## config.mk

```make
export PLATFORM = sky130hd
export DESIGN_NAME = bmed_window
export DESIGN_NICKNAME = d
export VERILOG_FILES = /design/src/hw/rtl/bmed_pkg.sv /design/src/hw/rtl/bmed_window.sv
export SDC_FILE = /design/constraint.sdc
export NUM_CORES = 2
export LEC_CHECK = 0
export BUFFER_PORTS_ARGS = -buffer_cell sky130_fd_sc_hd__buf_4
export CORE_MARGIN = 2
export CORE_UTILIZATION = 50
export CTS_CLUSTER_SIZE = 10
export DETAILED_ROUTE_END_ITERATION = 12
export PLACE_DENSITY = 0.65
export SYNTH_ARGS = -nofsm -noshare
export SYNTH_HDL_FRONTEND = slang
export SYNTH_SLANG_ARGS = --single-unit
```

## constraint.sdc

```tcl
create_clock -name clk_i -period 58.5 [get_ports clk_i]
set_input_delay 2.925 -clock clk_i [delete_from_list [all_inputs] [get_ports clk_i]]
set_output_delay 2.925 -clock clk_i [all_outputs]
set_load 0.03 [all_outputs]
```

## src/hw/rtl/bmed_pkg.sv

```systemverilog
// ----------------------------------------------------------------------------
// bmed_pkg
// shared types, constants and helpers of the binary morphological edge core
// ----------------------------------------------------------------------------
package bmed_pkg;

  localparam int unsigned MAX_COLS_DEF = 2048;
  localparam int unsigned MAX_ROWS_DEF = 2048;

  localparam int unsigned CFG_DW = 12;
  localparam int unsigned CFG_IW = 1;

  localparam logic [CFG_DW-1:0] LINE_LENGTH_RST = 12'd640;
  localparam logic [CFG_DW-1:0] FRAME_ROWS_RST  = 12'd480;

  localparam int unsigned LUMA_W = 15;
  localparam logic [LUMA_W-1:0] LUMA_R    = 15'd30;
  localparam logic [LUMA_W-1:0] LUMA_G    = 15'd59;
  localparam logic [LUMA_W-1:0] LUMA_B    = 15'd11;
  localparam logic [LUMA_W-1:0] LUMA_THRS = 15'd12750;

  typedef enum logic [CFG_IW-1:0] {
    REG_LINE_LENGTH = 1'b0,
    REG_FRAME_ROWS  = 1'b1
  } cfg_reg_e;

  typedef enum logic {
    MODE_PIXEL = 1'b0,
    MODE_FLUSH = 1'b1
  } mode_e;

  typedef struct packed {
    logic       mode;
    logic [7:0] red;
    logic [7:0] green;
    logic [7:0] blue;
  } in_item_t;

  typedef struct packed {
    logic pixel_out;
    logic end_of_row;
    logic end_of_frame;
  } out_item_t;

  typedef struct packed {
    logic bit_in;
    logic ready;
    logic first_col;
    logic last_col;
    logic first_row;
    logic last_row;
  } feed_ctl_t;

  function automatic int unsigned eff_dim(logic [CFG_DW-1:0] v, int unsigned maxv);
    int unsigned r;
    r = int'(v);
    if (r == 0) r = 1;
    if (r > maxv) r = maxv;
    return r;
  endfunction

endpackage

```

## src/hw/rtl/bmed_window.sv

```systemverilog
// ----------------------------------------------------------------------------
// bmed_window
// binary line store, read-modify-write with forwarding, 3x3 window and edge test
// ----------------------------------------------------------------------------
module bmed_window #(
  parameter int unsigned MAX_COLS = bmed_pkg::MAX_COLS_DEF,
  localparam int unsigned AW = $clog2(MAX_COLS)
) (
  input  logic                 clk_i,
  input  logic                 rst_ni,
  input  logic                 ev_valid_i,
  input  logic [AW-1:0]        ev_col_i,
  input  bmed_pkg::feed_ctl_t  ev_ctl_i,
  input  logic                 out_free_i,
  output logic                 take_o,
  output logic                 busy_o,
  output logic                 res_valid_o,
  output bmed_pkg::out_item_t  res_item_o
);

  logic [1:0] mem [MAX_COLS];

  logic                clr_busy_q;
  logic [AW-1:0]       clr_addr_q;
  logic [1:0]          rdata_q;
  logic [1:0]          fwd_data_q;
  logic                s1_valid_q;
  logic [AW-1:0]       s1_col_q;
  bmed_pkg::feed_ctl_t s1_ctl_q;
  logic                s1_fwd_q;
  logic [8:0]          win_q;

  logic       s1_done;
  logic       take;
  logic [1:0] s;
  logic [1:0] wdata;
  logic [8:0] win_d;
  logic       edge_hit;

  assign s1_done = s1_valid_q && (!s1_ctl_q.ready || out_free_i);
  assign take    = !s1_valid_q || s1_done;
  assign s       = s1_fwd_q ? fwd_data_q : rdata_q;
  assign wdata   = {s[0], s1_ctl_q.bit_in};
  assign win_d   = {s1_ctl_q.bit_in, s[0], s[1], win_q[8:3]};

  always_comb begin
    edge_hit = 1'b0;
    for (int k = 0; k < 3; k++) begin
      for (int j = 0; j < 3; j++) begin
        if (!(k == 1 && j == 1) && !(k == 0 && s1_ctl_q.first_col)
            && !(k == 2 && s1_ctl_q.last_col) && !(j == 0 && s1_ctl_q.first_row)
            && !(j == 2 && s1_ctl_q.last_row) && !win_d[k*3+j]) begin
          edge_hit = 1'b1;
        end
      end
    end
    edge_hit = edge_hit && win_d[4];
  end

  always_ff @(posedge clk_i) begin
    if (clr_busy_q) begin
      mem[clr_addr_q] <= 2'b11;
    end else if (s1_done) begin
      mem[s1_col_q] <= wdata;
    end
    if (ev_valid_i) begin
      rdata_q <= mem[ev_col_i];
    end
  end

  always_ff @(posedge clk_i or negedge rst_ni) begin
    if (!rst_ni) begin
      clr_busy_q <= 1'b1;
      clr_addr_q <= '0;
    end else if (clr_busy_q) begin
      clr_addr_q <= clr_addr_q + AW'(1);
      if (clr_addr_q == AW'(MAX_COLS - 1)) begin
        clr_busy_q <= 1'b0;
      end
    end
  end

  always_ff @(posedge clk_i or negedge rst_ni) begin
    if (!rst_ni) begin
      s1_valid_q <= 1'b0;
      s1_fwd_q   <= 1'b0;
      win_q      <= '1;
    end else begin
      if (take) begin
        s1_valid_q <= ev_valid_i;
        if (ev_valid_i) begin
          s1_fwd_q <= s1_done && (s1_col_q == ev_col_i);
        end
      end
      if (s1_done) begin
        win_q <= win_d;
      end
    end
  end

  always_ff @(posedge clk_i) begin
    if (take && ev_valid_i) begin
      s1_col_q <= ev_col_i;
      s1_ctl_q <= ev_ctl_i;
    end
    if (s1_done) begin
      fwd_data_q <= wdata;
    end
  end

  assign take_o                  = take;
  assign busy_o                  = clr_busy_q;
  assign res_valid_o             = s1_valid_q && s1_ctl_q.ready;
  assign res_item_o.pixel_out    = !edge_hit;
  assign res_item_o.end_of_row   = s1_ctl_q.last_col;
  assign res_item_o.end_of_frame = s1_ctl_q.last_col && s1_ctl_q.last_row;

endmodule

```

* After elaboration in Yosys (flattened, before gate mapping) *
Memory sizes are Yosys's and may differ from the RTL's. A register that Yosys moved wholly into a read port is not among the register bits.
Index checks and enable logic that the tools add are counted.

storage, ports and cells
  memories = 1
  output and inout bits = 6
  input port bits = 21
  bits in writable memories = 4096
  flip-flop bits (word level) = 42
  logic and storage cells = 73

memory list
  memory  words  bits a word  read ports  clocked after memory_dff  wr ports  RTL line           RTL
  mem     2048   2            1           1                         1         bmed_window.sv:21  logic [1:0] mem [MAX_COLS];

operators by class
  reduce and logical (&&, ||, !) cells = 37
  muxes and demuxes = 19
  $add $sub $neg = 1
  equality and inequality tests = 2

operator list
  cell                     number
  $logic_and A1 B1 Y1      18
  $mux W1                  16
  $logic_not A1 Y1         15
  $add A11 B1 Y11 const B  1
  $eq A11 B11 Y1           1
  $eq A11 B11 Y1 const B   1
  $mux W11                 1
  $mux W2                  2
  $logic_or A1 B1 Y1       2
  $reduce_and A2 Y1        1
  $reduce_or A2 Y1         1

* Logic depth before layout (Yosys ltp) *
  word-level depth = 13
  depth in mapped cells = 16

* Least setup slack after synthesis *
No wires, ideal clock.

  kind = input to register
  from = input port out_free_i
  to = memory mem[0][0] (data pin)
  stages = 3
  setup slack = 25.694 ns
  data required time = 53.255 ns
  data arrival time = 27.561 ns
  cells stage by stage = o21ai_1 clkbuf_1 or3_1

on the way
  cells in the longest elaborated chain, start to end = 7

ends and longest elaborated chain
  item                               RTL line           RTL
  start, declared                    bmed_window.sv:14  input logic out_free_i,
  $logic_or A1 B1 Y1                 bmed_window.sv:40  assign s1_done = s1_valid_q && (!s1_ctl_q.ready || out_free_i);
  $logic_and A1 B1 Y1                bmed_window.sv:40
  $mux W1                            bmed_window.sv:63  end else if (s1_done) begin
  $mux W1                            bmed_window.sv:61  if (clr_busy_q) begin
  $mux W1 (not written as such)      bmed_window.sv:64  mem[s1_col_q] <= wdata;
  $reduce_or A2 Y1 (no source line)  n/a
  $mux W2 (no source line)           n/a
  end, declared                      bmed_window.sv:21

No other way between the ends.

==> results list <==
- Run status: finished with violations
- The final reports fail on capacitance limit, slew limit.
* Final-report hold violation count: 0
- Final clock skew: 0.0669 ns
- The first detailed-routing pass took 8 iterations.
- Global Route Usage Sum: roughly 29%
- After technology mapping, the gate count stands at 10300.
* Count of nets after finishing: 10300
- Summing over every cut layer, the via total after detailed routing is 97700.
- After clock tree synthesis, the setup repair step added 0 buffers.
- In the routed layout, each cell is associated on average with a via count of 6.57.
- The final critical path takes up 18.5% of the cycle.
- In this run the static leakage power is 58.9 nW.
- Routability Congestion: 0.869
* Critical path data required time: 59.32 ns
* Clock tree from TritonCTS: done
- TritonCTS Buffers: ~460
- Setup-failing EPs final: 0
- Relative to the synthesized area, the layout overhead comes to 9.00%.
* Arrival time of data at the critical path endpoint: 11.66 ns
- Dividing total power by cell area gives a power density of about 33 nW/um^2.
- Max-capacitance violation count: 1
* Non-filler cells, final: 14900
- Post-synthesis average cell area: 16.5 um^2
- The tree is rooted in a clkbuf_16.
- Post-route cell area: 186000 um^2
- Summed over all layers, the global routing overflow is 0.
* Core occupancy in the finished layout: 54.8%
- Launching element of the worst setup path: ev_col_i[0]
- Worst flop-to-flop path startpoint: rdata_q[0]$_DFFE_PP_
* Clock latency on the worst-skew pair: 1.01 ns
- The clock drives between 4000 and 5000 sinks.
- The H-tree was split into 5 levels.
* Number of resized instances in the post-cts repair step: 0
* Mapped Area: 171000 um^2
- Critical path fanouts, max: 105
- The worst path needs 10.84 ns of the cycle, external delays included.
* Number of hold-repair buffers added at the cts stage: 0
- Clock edge transition at the registers on the reported setup and hold paths: about 0.060 ns
- Pin count of the biggest net entering global routing: about 220
- FFs w/ async S/R, synth: 0.483%
* Layout filler cell count: 26300
- Yosys mapped a number of flops with a built-in enable equal to 4117.
- The slowest stage of the critical path belongs to the cell a2111oi_1.
- Most prevalent standard cell on the critical path: buf_4
- Cell variety after synth: 84
- Area of placed instances: roughly 170000 um^2
- Hold Path Origin: win_q[4]$_DFFE_PN1P_
* Kind of start point of the critical path: input pin
* Number of global-route vias before repair: 97500
- Counting every net in the synthesized netlist gives 10400.
- The wire-length estimate of the detail-placed layout is 286000 um.
- After floorplanning, the core was divided into approximately 210 placement rows.
- The core region is around 340000 um^2.
- Summed over all layers, the routed wires come to 502000 um.
* Antenna-violating nets left: 0
- Wire length of the first global-routing pass: 709000 um
- Number of buffer and inverter instances along the worst setup path: 8
- Final hold analysis gives a worst-case slack of about 0.46 ns.
- Counting tap cells, the placed design contains a total of 14300 instances.
- Max-slew violation count: 2
- The cell family contributing the most delay on the critical path is buffers and inverters.
* Count of pins on the block boundary: 27
- Maximum resistive drop on vdd: 0.0261 mV
- The floorplan step set the die height to 589 um.
- Synthesis warning total: 0
- For this run, design rule violations remaining after detail routing come to 0.
- Total die area: about 350000 um^2
* Number of antenna violations at the first check in global routing: 35
- Highest attainable clock frequency: 92.2 MHz
- The worst setup path is of the in -> reg kind.
- Fin Setup TNS: 0 ns
- The longest clock path from root to sink contains 4 buffers.
- Actual transition at the worst max-transition pin: ~1.5 ns
- For this run, the leading register cell type out of synthesis is edfxtp_1.
- Cell-by-cell listing of the critical path: buf_16 -> buf_4 -> buf_12 -> buf_4 -> buf_4 -> buf_4 -> buf_4 -> buf_4 -> mux2i_1 -> o221ai_1 -> nor3_1 -> nor4_1 -> nand4_1 -> a2111oi_1 -> and3_1 -> nand4bb_1
- Slew margin rel.: -0.414%
- Count of buffers inserted at the top-level ports: 26
* Setup repair after global routing missed its margin: false
- Initial standard-cell utilization of the core: between 50% and 60%
- Slowest stage delay, CP: around 1.3 ns
- Average wire per cell in the routed design: approximately 34 um
- The floorplan step set the die width to 589 um.
- Share of post-route cells with drive strength above 1: 14.4%
- FF+latch count, synth: about 4100
* Worst min path class: reg -> reg
* Sort of element at the end of the critical path: flip-flop
- Proportion of synthesized chip area in sequential cells: between 70% and 80%
- Drt initial violations: 14800
==> layer usage <==
metal | global-route usage, % | up-vias | part of all wire, %
met3 | 6.83 | 1002 | 12
met4 | 11.7 | 22 | 4.6
met5 | 0 | - | 0.028
li1 | - | 39800 | -
met1 | 38.9 | 50700 | 37
met2 | 44.8 | 6135 | 47
==> worst min-delay path, stage by stage, from the launching register on <==
cell and delay (ns):
dfstp_2 0.36, nand2_1 0.05, nand2_1 0.05
==> sequential cells by signal, summed over array words and instances (netlist names) <==
name        count
mem          4096
clr_addr_q     11
s1_col_q       11
win_q           6
s1_ctl_q        5
fwd_data_q      2
rdata_q         2
busy_o          1
res_item_o      1
s1_fwd_q        1
s1_valid_q      1
==> cell type report <==
| type | instances | area [um^2] | area share (%) |
|---|---|---|---|
| inverters | 18 | 82.6 | 0.0443 |
| flip-flops and latches | 4137 | 124000 | 66.6 |
| repair buffers | 267 | 2180 | 1.17 |
| multi-input cells | 5356 | 42000 | 22.6 |
| diodes | 19 | 47.5 | 0.0255 |
| clock inverters | 28 | 300 | 0.161 |
| well taps | 4536 | 5680 | 3.05 |
| clock buffers | 520 | 11900 | 6.37 |
==> power by group <==
part / internal [mW] / leakage, nW / switching [mW]
Clock: 1.40 / 5.95 / 1.09
Sequential: 3.30 / 38.5 / 0.00254
Combinational: 0.0867 / 14.5 / 0.234
==> metrics by stage <==
stage	total power [mW]	worst slack, ns
after global routing	6.25	47.38
final	6.11	47.66
after CTS	6.12	47.82
after floorplan	3.75	25.69
after detailed placement	3.68	46.79
after global placement	3.67	46.88
==> placed cells by master, fill, tap and decap left out, types with 146 or more instances in the layout <==
master,n
a21oi_1,146
edfxtp_1,4117
nor3_1,163
buf_4,252
o221ai_1,227
o22ai_1,170
mux4_2,615
nor2_1,2294
nand2_1,238
mux2i_1,781
clkbuf_16,465
==> final timing paths <==
path / cells past startpoint / to / slack, ns
worst max-delay path: 16 / rdata_q[0]$_DFFE_PP_ / 47.66
worst min-delay path: 2 / win_q[4]$_DFFE_PN1P_ / 0.46
worst max register to register: 7 / mem[388][1]$_DFFE_PP_ / 52.16
worst min register to register: 2 / win_q[4]$_DFFE_PN1P_ / 0.46
max in group asynchronous: 1 / win_q[7]$_DFFE_PN1P_ / 56.41
min in group asynchronous: 1 / clr_addr_q[9]$_DFFE_PN0P_ / 1.81
==> synth_stat cells (26+ instances only) <==
cell type / n / share of area, %
buf_2: 86 / 0.25
mux2i_1: 781 / 4.6
a2111oi_0: 26 / 0.13
nor3_1: 167 / 0.49
buf_4: 44 / 0.19
buf_12: 44 / 0.52
nand2_1: 272 / 0.60
clkbuf_1: 480 / 1.1
a211oi_1: 51 / 0.22
buf_6: 60 / 0.40
nand3_1: 38 / 0.11
mux4_2: 615 / 8.1
buf_8: 35 / 0.31
nor4_1: 89 / 0.33
o22ai_1: 170 / 0.62
edfxtp_1: 4117 / 72
nand4_1: 35 / 0.13
mux4_1: 47 / 0.72
buf_1: 65 / 0.14
o21ai_0: 92 / 0.27
a21oi_1: 146 / 0.43
o221ai_1: 227 / 1.2
nor2_1: 2305 / 5.1
a31oi_1: 27 / 0.099
==> cells by family (layout without fill, tap and decap cells) <==
| family | after synthesis | in the layout | share of synthesized area (%) |
|---|---|---|---|
| DFF | 4137 | 4137 | 72.6 |
| and+or+nand+nor | 3018 | 3018 | 7.17 |
| muxes | 1466 | 1466 | 13.5 |
| buffers and inverters | 852 | 833 | 3.04 |
| AOI/OAI and AO/OA | 850 | 850 | 3.51 |
| xor gates and xnor gates | 21 | 21 | 0.108 |
| adders and majority gates | 1 | 1 | 0.00732 |
| other | 0 | 19 | 0 |
(Power assumes the default switching activity.)
