===== src/hw/rtl/bmed_pkg.sv =====
// ----------------------------------------------------------------------------
// bmed_pkg
// shared types, constants and helpers of the binary morphological edge core
// ----------------------------------------------------------------------------
package bmed_pkg;

  localparam int unsigned MAX_COLS_DEF = 2048;
  localparam int unsigned MAX_ROWS_DEF = 2048;

  localparam int unsigned CFG_DW = 12;
  localparam int unsigned CFG_IW = 1;

  localparam logic [CFG_DW-1:0] LINE_LENGTH_RST = 12'd640;
  localparam logic [CFG_DW-1:0] FRAME_ROWS_RST  = 12'd480;

  localparam int unsigned LUMA_W = 15;
  localparam logic [LUMA_W-1:0] LUMA_R    = 15'd30;
  localparam logic [LUMA_W-1:0] LUMA_G    = 15'd59;
  localparam logic [LUMA_W-1:0] LUMA_B    = 15'd11;
  localparam logic [LUMA_W-1:0] LUMA_THRS = 15'd12750;

  typedef enum logic [CFG_IW-1:0] {
    REG_LINE_LENGTH = 1'b0,
    REG_FRAME_ROWS  = 1'b1
  } cfg_reg_e;

  typedef enum logic {
    MODE_PIXEL = 1'b0,
    MODE_FLUSH = 1'b1
  } mode_e;

  typedef struct packed {
    logic       mode;
    logic [7:0] red;
    logic [7:0] green;
    logic [7:0] blue;
  } in_item_t;

  typedef struct packed {
    logic pixel_out;
    logic end_of_row;
    logic end_of_frame;
  } out_item_t;

  typedef struct packed {
    logic bit_in;
    logic ready;
    logic first_col;
    logic last_col;
    logic first_row;
    logic last_row;
  } feed_ctl_t;

  function automatic int unsigned eff_dim(logic [CFG_DW-1:0] v, int unsigned maxv);
    int unsigned r;
    r = int'(v);
    if (r == 0) r = 1;
    if (r > maxv) r = maxv;
    return r;
  endfunction

endpackage


===== src/hw/rtl/bmed_front.sv =====
// ----------------------------------------------------------------------------
// bmed_front
// request intake, binarization, raster counters and line store read issue
// ----------------------------------------------------------------------------
module bmed_front #(
  parameter int unsigned MAX_COLS = bmed_pkg::MAX_COLS_DEF,
  parameter int unsigned MAX_ROWS = bmed_pkg::MAX_ROWS_DEF,
  localparam int unsigned AW = $clog2(MAX_COLS),
  localparam int unsigned CW = $clog2(MAX_COLS + 1),
  localparam int unsigned HW = $clog2(MAX_ROWS + 1),
  localparam int unsigned RW = $clog2(MAX_ROWS + 2)
) (
  input  logic                      clk_i,
  input  logic                      rst_ni,
  input  logic                      in_valid_i,
  output logic                      in_stall_o,
  input  bmed_pkg::in_item_t        in_item_i,
  input  logic                      cfg_we_i,
  input  logic [bmed_pkg::CFG_IW-1:0] cfg_idx_i,
  input  logic [bmed_pkg::CFG_DW-1:0] cfg_data_i,
  input  logic                      take_i,
  input  logic                      busy_i,
  output logic                      ev_valid_o,
  output logic [AW-1:0]             ev_col_o,
  output bmed_pkg::feed_ctl_t       ev_ctl_o
);

  logic [CW-1:0] w_q, w_d;
  logic [HW-1:0] h_q, h_d;
  logic [CW-1:0] in_col_q, in_col_d, out_col_q, out_col_d;
  logic [RW-1:0] in_row_q, in_row_d, out_row_q, out_row_d;
  logic          pend2_q, pend2_d;

  logic                        accept;
  logic                        frame_done;
  logic                        feed;
  logic                        fbit;
  logic                        restart;
  logic                        flush_feed;
  logic                        ready;
  logic                        eor;
  logic                        eof;
  logic [CW-1:0]               f_col, f_oc;
  logic [RW-1:0]               f_row, f_or;
  logic [bmed_pkg::LUMA_W-1:0] luma;

  assign in_stall_o = busy_i || pend2_q || !take_i;
  assign accept     = in_valid_i && !in_stall_o;
  assign frame_done = in_row_q >= RW'(h_q);

  assign luma = bmed_pkg::LUMA_R * bmed_pkg::LUMA_W'(in_item_i.red)
              + bmed_pkg::LUMA_G * bmed_pkg::LUMA_W'(in_item_i.green)
              + bmed_pkg::LUMA_B * bmed_pkg::LUMA_W'(in_item_i.blue);

  always_comb begin
    feed       = 1'b0;
    fbit       = 1'b1;
    restart    = 1'b0;
    flush_feed = 1'b0;
    if (pend2_q && take_i) begin
      feed = 1'b1;
    end else if (accept) begin
      if (in_item_i.mode == bmed_pkg::MODE_PIXEL) begin
        feed    = 1'b1;
        fbit    = luma >= bmed_pkg::LUMA_THRS;
        restart = frame_done;
      end else if (frame_done) begin
        feed       = 1'b1;
        flush_feed = 1'b1;
      end
    end
  end

  always_comb begin
    f_col = restart ? '0 : in_col_q;
    f_row = restart ? '0 : in_row_q;
    f_oc  = restart ? '0 : out_col_q;
    f_or  = restart ? '0 : out_row_q;
    ready = (f_col != '0) ? (f_row >= RW'(1)) : (f_row >= RW'(2));
    eor   = f_oc == (w_q - CW'(1));
    eof   = eor && (f_or == (RW'(h_q) - RW'(1)));
  end

  always_comb begin
    w_d       = w_q;
    h_d       = h_q;
    in_col_d  = in_col_q;
    in_row_d  = in_row_q;
    out_col_d = out_col_q;
    out_row_d = out_row_q;
    pend2_d   = pend2_q;
    if (cfg_we_i) begin
      case (cfg_idx_i)
        bmed_pkg::REG_LINE_LENGTH: w_d = CW'(bmed_pkg::eff_dim(cfg_data_i, MAX_COLS));
        bmed_pkg::REG_FRAME_ROWS:  h_d = HW'(bmed_pkg::eff_dim(cfg_data_i, MAX_ROWS));
        default: ;
      endcase
      in_col_d  = '0;
      in_row_d  = '0;
      out_col_d = '0;
      out_row_d = '0;
      pend2_d   = 1'b0;
    end else if (feed) begin
      if (f_col == (w_q - CW'(1))) begin
        in_col_d = '0;
        in_row_d = f_row + RW'(1);
      end else begin
        in_col_d = f_col + CW'(1);
        in_row_d = f_row;
      end
      out_col_d = f_oc;
      out_row_d = f_or;
      if (ready) begin
        if (eor) begin
          out_col_d = '0;
          out_row_d = f_or + RW'(1);
        end else begin
          out_col_d = f_oc + CW'(1);
        end
        if (eof) begin
          in_col_d  = '0;
          in_row_d  = '0;
          out_col_d = '0;
          out_row_d = '0;
        end
      end
      pend2_d = flush_feed && !ready;
    end
  end

  always_ff @(posedge clk_i or negedge rst_ni) begin
    if (!rst_ni) begin
      w_q       <= CW'(bmed_pkg::eff_dim(bmed_pkg::LINE_LENGTH_RST, MAX_COLS));
      h_q       <= HW'(bmed_pkg::eff_dim(bmed_pkg::FRAME_ROWS_RST, MAX_ROWS));
      in_col_q  <= '0;
      in_row_q  <= '0;
      out_col_q <= '0;
      out_row_q <= '0;
      pend2_q   <= 1'b0;
    end else begin
      w_q       <= w_d;
      h_q       <= h_d;
      in_col_q  <= in_col_d;
      in_row_q  <= in_row_d;
      out_col_q <= out_col_d;
      out_row_q <= out_row_d;
      pend2_q   <= pend2_d;
    end
  end

  assign ev_valid_o         = feed && !cfg_we_i;
  assign ev_col_o           = f_col[AW-1:0];
  assign ev_ctl_o.bit_in    = fbit;
  assign ev_ctl_o.ready     = ready;
  assign ev_ctl_o.first_col = f_oc == '0;
  assign ev_ctl_o.last_col  = eor;
  assign ev_ctl_o.first_row = f_or == '0;
  assign ev_ctl_o.last_row  = f_or == (RW'(h_q) - RW'(1));

endmodule


===== config.mk =====
export PLATFORM = sky130hd
export DESIGN_NAME = bmed_front
export DESIGN_NICKNAME = d
export VERILOG_FILES = /design/src/hw/rtl/bmed_pkg.sv /design/src/hw/rtl/bmed_front.sv
export SDC_FILE = /design/constraint.sdc
export NUM_CORES = 1
export LEC_CHECK = 0
export ABC_AREA = 1
export BUFFER_PORTS_ARGS = -buffer_cell sky130_fd_sc_hd__buf_2
export CAP_MARGIN = 20
export CORE_MARGIN = 5
export CORE_UTILIZATION = 43
export DETAILED_ROUTE_END_ITERATION = 7
export GPL_TIMING_DRIVEN = 1
export PLACE_DENSITY_LB_ADDON = 0.1
export SYNTH_ARGS = -nofsm -noshare
export SYNTH_HDL_FRONTEND = slang
export SYNTH_SLANG_ARGS = --single-unit

===== constraint.sdc =====
create_clock -name clk_i -period 6.8 [get_ports clk_i]
set_input_delay 0 -clock clk_i [delete_from_list [all_inputs] [get_ports clk_i]]
set_output_delay 0 -clock clk_i [all_outputs]
set_load 0.005 [all_outputs]

=== Yosys cells after proc, flatten, opt, wreduce, memory -nomap -nowiden ===
Index checks and enable logic that the tools add are counted.
W data, S select, Z words.

* Input port bits: 44
* Output and inout bits: 19
* Logic and storage cells: 93
* Register bits after elaboration: 73

* Equality and inequality tests: 3
* Bitwise operators: 1
* Reductions and logical operators: 18
* Order comparisons: 6
* Multipliers: 3
* Add/subtract/negate cells: 8
* Multiplexer cells: 47

{| class="wikitable"
|+ Operators by type and width
! cell !! count
|-
| $mux W12 || 27
|-
| $mux W32 || 4
|-
| $gt A32 B12 Y1 const B || 2
|-
| $add A12 B1 Y12 const B || 4
|-
| $eq A12 B12 Y1 || 3
|-
| $logic_not A12 Y1 || 3
|-
| $mul A4 B8 Y12 const A || 2
|-
| $sub A12 B1 Y12 const B || 2
|-
| $mux W1 || 16
|-
| $add A13 B14 Y15 || 1
|-
| $add A15 B12 Y15 || 1
|-
| $ge A15 B14 Y1 const B || 1
|-
| $mul A6 B8 Y14 const A || 1
|-
| $ge A12 B1 Y1 const B || 1
|-
| $ge A12 B12 Y1 || 1
|-
| $ge A12 B2 Y1 const B || 1
|-
| $reduce_bool A12 Y1 || 1
|-
| $logic_and A1 B1 Y1 || 5
|-
| $logic_not A1 Y1 || 4
|-
| $reduce_and A2 Y1 || 2
|-
| $logic_or A1 B1 Y1 || 2
|-
| $reduce_bool A2 Y1 || 1
|-
| $not A1 Y1 || 1
|}

=== Longest topological paths before layout ===
Gate-level depths: netlist of the first run.

* Depth in word-level cells: 13
* Depth in mapped cells: 28
* Mapped depth without buffers: 27

=== Least setup slack after synthesis of the first run ===
OpenSTA, ideal clock, no wires.

* Kind: input port to output port
* Start: in in_item_i[17] (netlist bit)
* End: out ev_ctl_o[5] (netlist bit)
* Arrival: 4937 ps
* Stages on the path: 28
* Setup slack: 1863 ps
* Buffers on the path: 1
* Data required time: 6800 ps
* Cells stage by stage: inv_1 > fa_1 > fa_1 > inv_1 > ha_1 > a21oi_1 > inv_1 > a31oi_1 > xnor2_1 > fa_1 > inv_1 > fa_1 > fa_1 > inv_1 > ha_1 > nand2_1 > o21ai_0 > a21oi_1 > nor2_1 > o21ai_0 > nand2_1 > nand3_1 > nand2_1 > nand3_1 > nand2_1 > xor2_1 > nand3b_1 > buf_4

* Longest elaborated chain between the ends: 7

{| class="wikitable"
|+ Ends and longest elaborated chain
! what !! RTL line !! text
|-
| start: declaration || bmed_front.sv:17 || <nowiki>input bmed_pkg::in_item_t in_item_i,</nowiki>
|-
| $mul A4 B8 Y12 || bmed_front.sv:51 || <nowiki>assign luma = bmed_pkg::LUMA_R * bmed_pkg::LUMA_W'(in_item_i.red)</nowiki>
|-
| $add A13 B14 Y15 || bmed_front.sv:52 || <nowiki>+ bmed_pkg::LUMA_G * bmed_pkg::LUMA_W'(in_item_i.green)</nowiki>
|-
| $add A15 B12 Y15 || bmed_front.sv:53 || <nowiki>+ bmed_pkg::LUMA_B * bmed_pkg::LUMA_W'(in_item_i.blue);</nowiki>
|-
| $ge A15 B14 Y1 || bmed_front.sv:65 || <nowiki>fbit = luma >= bmed_pkg::LUMA_THRS;</nowiki>
|-
| $mux W1 || bmed_front.sv:63 || <nowiki>if (in_item_i.mode == bmed_pkg::MODE_PIXEL) begin</nowiki>
|-
| $mux W1 || bmed_front.sv:62 || <nowiki>end else if (accept) begin</nowiki>
|-
| $mux W1 || bmed_front.sv:60 || <nowiki>if (pend2_q && take_i) begin</nowiki>
|-
| end: declaration || bmed_front.sv:25 || <nowiki>output bmed_pkg::feed_ctl_t ev_ctl_o</nowiki>
|}

No other way between the ends.

==> results of run 1 <==
-- state kept, by name (all words and copies together) (netlist names) --
name	count
w_q	12
h_q	12
out_row_q	12
in_col_q	12
in_row_q	12
out_col_q	12
pend2_q	1
-- synthesized netlist by cell type (all sizes together) (4+ instances only) --
cell type	count
ha	87
nand3b	11
nor2	97
inv	210
buf	18
dfstp	6
nand3	90
dfrtp	67
xor2	52
nor3	13
nand4	33
xnor2	16
a21oi	31
nor4	4
fa	64
clkbuf	10
o21ai	57
nand2	359
o22ai	8
-- routing by layer --
metal | track usage | wire length [um] | up-vias
li1 | - | - | 4035
met1 | 0.303 | 11700 | 3719
met2 | 0.318 | 10300 | 168
met3 | 0.0369 | 1380 | 9
met4 | 0.0269 | 127 | 0
met5 | 0 | 0 | -
-- power breakdown --
group	switching, mW	internal (mW)	total (mW)	leakage, nW
Sequential	0.0160	0.453	0.469	0.978
Combinational	1.23	0.884	2.12	4.23
Clock	0.198	0.342	0.539	0.155
Total	1.45	1.68	3.13	5.37
-- critical path: cells and delay by family --
| family | cells | cell delay [ps] |
|---|---|---|
| simple gates | 8 | 740 |
| compound gates | 5 | 760 |
| fa+ha+maj | 7 | 3030 |
| xor+xnor | 2 | 320 |
| buf+inv | 7 | 580 |
-- stage by stage --
stage	cell area, um2	power (mW)	hold WS [ps]	setup slack (ps)
2_1_floorplan	8990	2.19	-296	1860
3_3_place_gp	9490	2.58	228	1350
3_5_place_dp	9490	2.60	233	1320
4_1_cts	9890	3.17	3.08	1300
5_1_grt	9920	3.53	15.2	793
6_report	9920	3.13	11.5	1330
-- cell families after synthesis --
group	after synthesis	share of synthesized area
xor+xnor	68	0.0662
fa+ha+maj	151	0.264
buf+inv	240	0.109
compound gates	106	0.0647
simple gates	607	0.293
flops	73	0.204
-- area by class of cell --
class / instances / area [um2] / area share
sequential: 73 / 1830 / 0.185
tap: 270 / 338 / 0.0341
clock buffer: 12 / 256 / 0.0259
inverter: 212 / 797 / 0.0804
multi-input combinational: 932 / 6180 / 0.623
timing repair buffer: 73 / 433 / 0.0437
clock inverter: 4 / 75.1 / 0.00757
-- path summary, 6_finish.rpt --
| path | end | slack (ps) | cells past startpoint |
|---|---|---|---|
| min in group asynchronous | out_row_q[10] | 110 | 2 |
| worst max-delay path | ev_ctl_o[5] | 1330 | 29 |
| worst min-delay path | w_q[4] | 10 | 3 |
| worst max register to register | in_col_q[8] | 2520 | 18 |
| max in group asynchronous | h_q[7] | 6060 | 3 |
| worst min register to register | out_col_q[10] | 490 | 2 |
==> metrics.cfg, run 1 <==
[sta]
finalCritPeriodShare = 0.804
skew_ps = 5.84
hold_viol_final = 0
worst_slew_pin_slew_ps = 981
fmax_mhz = 183
setup_viol = 0
timing.setup.tns_ps = 0
rsz0062_at_grt = no
min_period_ps = 5470
slew_headroom = 0.343
slew_viol_final = 0

[layout]
area_growth_pct = 10.3
fin_cells = 1576
diodes = 0
filler_cell_count = 2109
mostFrequentLayoutCell = nand2_1
finalNetCount = 1496
final_cell_mix = 347 x nand2_1, 207 x inv_1, 93 x nor2_1, 88 x nand3_1, 87 x ha_1
layout-drive-gt1-share = 0.0850
utilization = 0.485

[die]
rows = 52
die_height_um = 155
io_pins = 63
dieArea_um2 = 23900
die_w_um = 155
core_um2 = 20400
initial_core_util = 0.440

[global_route]
grt_antenna_before_repair = 0
grt-ovfl-total = 0
grt_first_pass_wirelength_um = 39500
grt_max_degree = 74
grt_use_total = 0.204
grt_pass1_vias = 7729

[route]
drt-wirelength-per-cell_um = 14.9
ant_nets = 0
first_pass_iters = 5
drtIter0Drc = 437
routed_wl_um = 23500
vias = 7931
drc = 0
viasPerCell = 5.03

[synthesis]
syn_area_um2 = 8990
ys_ff_latch = 73
ys_types = 40
async_reset_ff_frac = 1.00
yosysTopAreaCell = dfrtp_1
synth_edf_count = 0
synth_area_leaders = dfrtp_1 19%, nand2_1 15%, fa_1 14%, ha_1 12%, inv_1 8.6%
ys.flop_type = dfrtp_1
synth.top_cell.area_share = 0.186
synthCells = 1245
ys_seq_area_frac = 0.204
avgSynthCellArea_um2 = 7.22
syn_nets = 1440
yosys_warnings = 0

[critical_path]
critical_path.slowest_cell = fa_1
cp_max_fo = 4
crit_path_start_kind = input port
crit_start = in_item_i[19]
r2r-start = h_q[5]
cp.required_ps = 6800
critPathKind = in -> out
cp-end-kind = output pin
cp.arrival_ps = 5470
cp_slowest_stage_delay_ps = 540

[clocking]
cts_root_buf = clkbuf_16
clkSinkCount = 73
postCtsSetupBuffers = 0
cts_made_buffers = 9
insertion_delay_ps = 350
cts_tree = done
clkTransAtPathRegs_ps = 60
cts-htree-levels = 3
cts_hold_repair.buffers = 7
ctsResizeCount = 0
clockBufferDepth = 2

[worst_hold_path]
hp-start = cfg_data_i[4]
hold_path.class = in -> reg

[flow_run]
maxCapViolCount = 0

[placement]
dp_hpwl_um = 18900
routabilityCongestion = 0.899
portBuffers = 62
dp_cells = 1552

[pwr]
leakagePower_nw = 5.37
peakVddDrop_mv = 0.381
powerDensity_nw_per_um2 = 315

[outcome]
run_status = finished, final reports clean

Note: power is estimated with default switching activity, not from simulation.
==> run 2: changes to the inputs <==
==> constraint.sdc (replaced) <==
create_clock -name clk_i -period 5.06 [get_ports clk_i]
set_input_delay 0 -clock clk_i [delete_from_list [all_inputs] [get_ports clk_i]]
set_output_delay 0 -clock clk_i [all_outputs]
set_load 0.005 [all_outputs]
==> metrics.cfg, run 2 (synthesis results as in run 1) <==
[pwr]
clkPwrFrac = 0.125  ; -0.048
total_power_mw = 5.84  ; +87%
peakVddDrop_mv = 0.654  ; +72%
power_switching_mw = 2.56  ; +77%
swShare = 0.438  ; -0.0250
intPower_mw = 3.28  ; +95%
combPwrFrac = 0.767  ; +0.090
leakagePower_nw = 5.61  ; +4.6%
seqPwrFrac = 0.108  ; -0.042
powerDensity_nw_per_um2 = 557  ; +77%

[sta]
setup_ws_ps = -31.9  ; -1370 ps
slew_viol_final = 0  ; unchanged
worst_slew_pin_slew_ps = 757  ; -224 ps
rsz0062_at_grt = yes
skew_ps = 6.25  ; +0.415 ps
slew_headroom = 0.494  ; +0.150
hold_viol_final = 0  ; unchanged
timing.setup.tns_ps = -31.9  ; -31.9 ps
finalCritPeriodShare = 1.01
fmax_mhz = 196
min_period_ps = 5090
setup_viol = 1  ; +1

[global_route]
grt-ovfl-total = 0  ; unchanged
grt_max_degree = 51  ; -31%
grt_antenna_before_repair = 0  ; unchanged
grt_pass1_vias = 8015  ; +3.7%
grt_use_total = 0.208  ; +0.00395
grt_first_pass_wirelength_um = 40200  ; +2.0%

[layout]
layout-drive-gt1-share = 0.141  ; +0.0565
area_growth_pct = 16.6
diodes = 0  ; unchanged
mostFrequentLayoutCell = nand2_1
final_cell_mix = 342 x nand2_1, 204 x inv_1, 91 x nor2_1, 86 x nand3_1, 80 x ha_1
filler_cell_count = 2046  ; -3.0%
utilization = 0.513  ; +0.0278
ff_latch_area_um2 = 1830  ; unchanged
multiInputGateArea_um2 = 6410  ; +3.7%
design_area_um2 = 10500  ; +5.7%
finalNetCount = 1540  ; +2.9%

[clocking]
clkSinkCount = 73  ; unchanged
clkTransAtPathRegs_ps = 60  ; about the same
clockBufferDepth = 2  ; unchanged
cts-htree-levels = 3  ; unchanged
cts_tree = done
cts_made_buffers = 9  ; unchanged
cts_root_buf = clkbuf_16
insertion_delay_ps = 350  ; about the same

[route]
first_pass_iters = 5  ; unchanged
drt-wirelength-per-cell_um = 14.7  ; -1.1%
routed_wl_um = 23900  ; +1.7%
viasPerCell = 4.96  ; -1.5%
drtIter0Drc = 425  ; -2.7%
drc = 0  ; unchanged
vias = 8030  ; +1.2%
ant_nets = 0  ; unchanged

[critical_path]
cp.required_ps = 5060  ; -1740 ps
critPathKind = in -> out
cp.arrival_ps = 5090  ; -380 ps
cp_max_fo = 3  ; -1
crit_path_start_kind = input port
rrSetupSlack_ps = 1080  ; -1440 ps
cp-end-kind = output pin

[die]
die_w_um = 155  ; unchanged
rows = 52  ; unchanged
initial_core_util = 0.440  ; unchanged
io_pins = 63  ; unchanged
core_um2 = 20400  ; unchanged
die_height_um = 155  ; unchanged
dieArea_um2 = 23900  ; unchanged

[placement]
placed_cell_area_um2 = 9760  ; +2.8%
place_ws_ps = -404  ; -1720 ps
routabilityCongestion = 0.888  ; -1.2%
dp_hpwl_um = 19000  ; +0.51%
portBuffers = 62  ; unchanged

[outcome]
run_status = finished, violations left
violations = negative setup slack

[flow_run]
maxCapViolCount = 0  ; unchanged

[worst_hold_path]
hold_path.class = in -> reg

-- run 2: worst paths after layout --
path | from | to | cells after the start
worst max-delay path | in_item_i[17] | ev_ctl_o[5] | 26
worst min-delay path | in_item_i[24] | pend2_q | 3
worst max register to register | h_q[8] | in_col_q[8] | 20
worst min register to register | out_row_q[10] | out_row_q[10] | 2
max in group asynchronous | rst_ni | h_q[4] | 3
min in group asynchronous | rst_ni | out_row_q[6] | 2
-- run 2: layout make-up --
type                            instances  share of cell area
Multi-Input combinational cell        932               0.611
Sequential cell                        73               0.175
Inverter                              212              0.0760
Timing Repair Buffer                  117              0.0740
Tap cell                              270              0.0322
Clock buffer                           10              0.0228
Clock inverter                          6             0.00871
-- run 2: critical path, cell delays in order --
cell and delay (ps):
buf_6 90, buf_6 110, fa_1 540, fa_1 460
fa_2 370, nand3_2 90, nand2_2 70, xnor2_2 120
inv_1 70, fa_1 460, fa_1 490, fa_1 510
ha_4 310, nand2_4 60, o21ai_2 150, a21oi_2 60
buf_4 140, buf_4 120, buf_4 120, buf_4 120
a21oi_2 110, a21oi_1 70, nand4_1 100, nand3_1 80
nand3b_1 120, buf_2 130
-- run 2: routing by layer --
metal | share of wire | vias to the layer above | global-route usage | wire length [um]
li1 | - | 4124 | - | -
met1 | 0.51 | 3729 | 0.305 | 12100
met2 | 0.44 | 151 | 0.322 | 10400
met3 | 0.044 | 26 | 0.0374 | 1060
met4 | 0.013 | 0 | 0.0408 | 310
met5 | 0 | - | 0 | 0
-- run 2: timing repair --
item / CTS / global route
setup endpoints to repair: 1 / 1
cloned: 0 / 0
setup buffers: 5 / 3
endpoints found under the hold margin: 36 / 0
gates resized for setup: 25 / 29
pin swaps: 28 / 34
hold buffers: 8 / 0
-- run 2: metrics by stage --
step,hold WS (ps),cells
4_1_cts,0.424,1617
3_3_place_gp,-64.9,1588
5_1_grt,28.5,1620
2_1_floorplan,-296,1245
3_5_place_dp,-68.4,1588
6_report,10.4,1620
-- run 2: power by group through the flow --
| stage | Combinational, mW | Sequential, mW | Clock, mW |
|---|---|---|---|
| final | 4.48 | 0.631 | 0.727 |
| after detailed placement | 3.35 | 0.641 | 0 |
| after global placement | 3.32 | 0.640 | 0 |
| after CTS | 3.77 | 0.630 | 0.738 |
| after floorplan | 2.31 | 0.633 | 0 |
| after global routing | 5.09 | 0.633 | 0.761 |
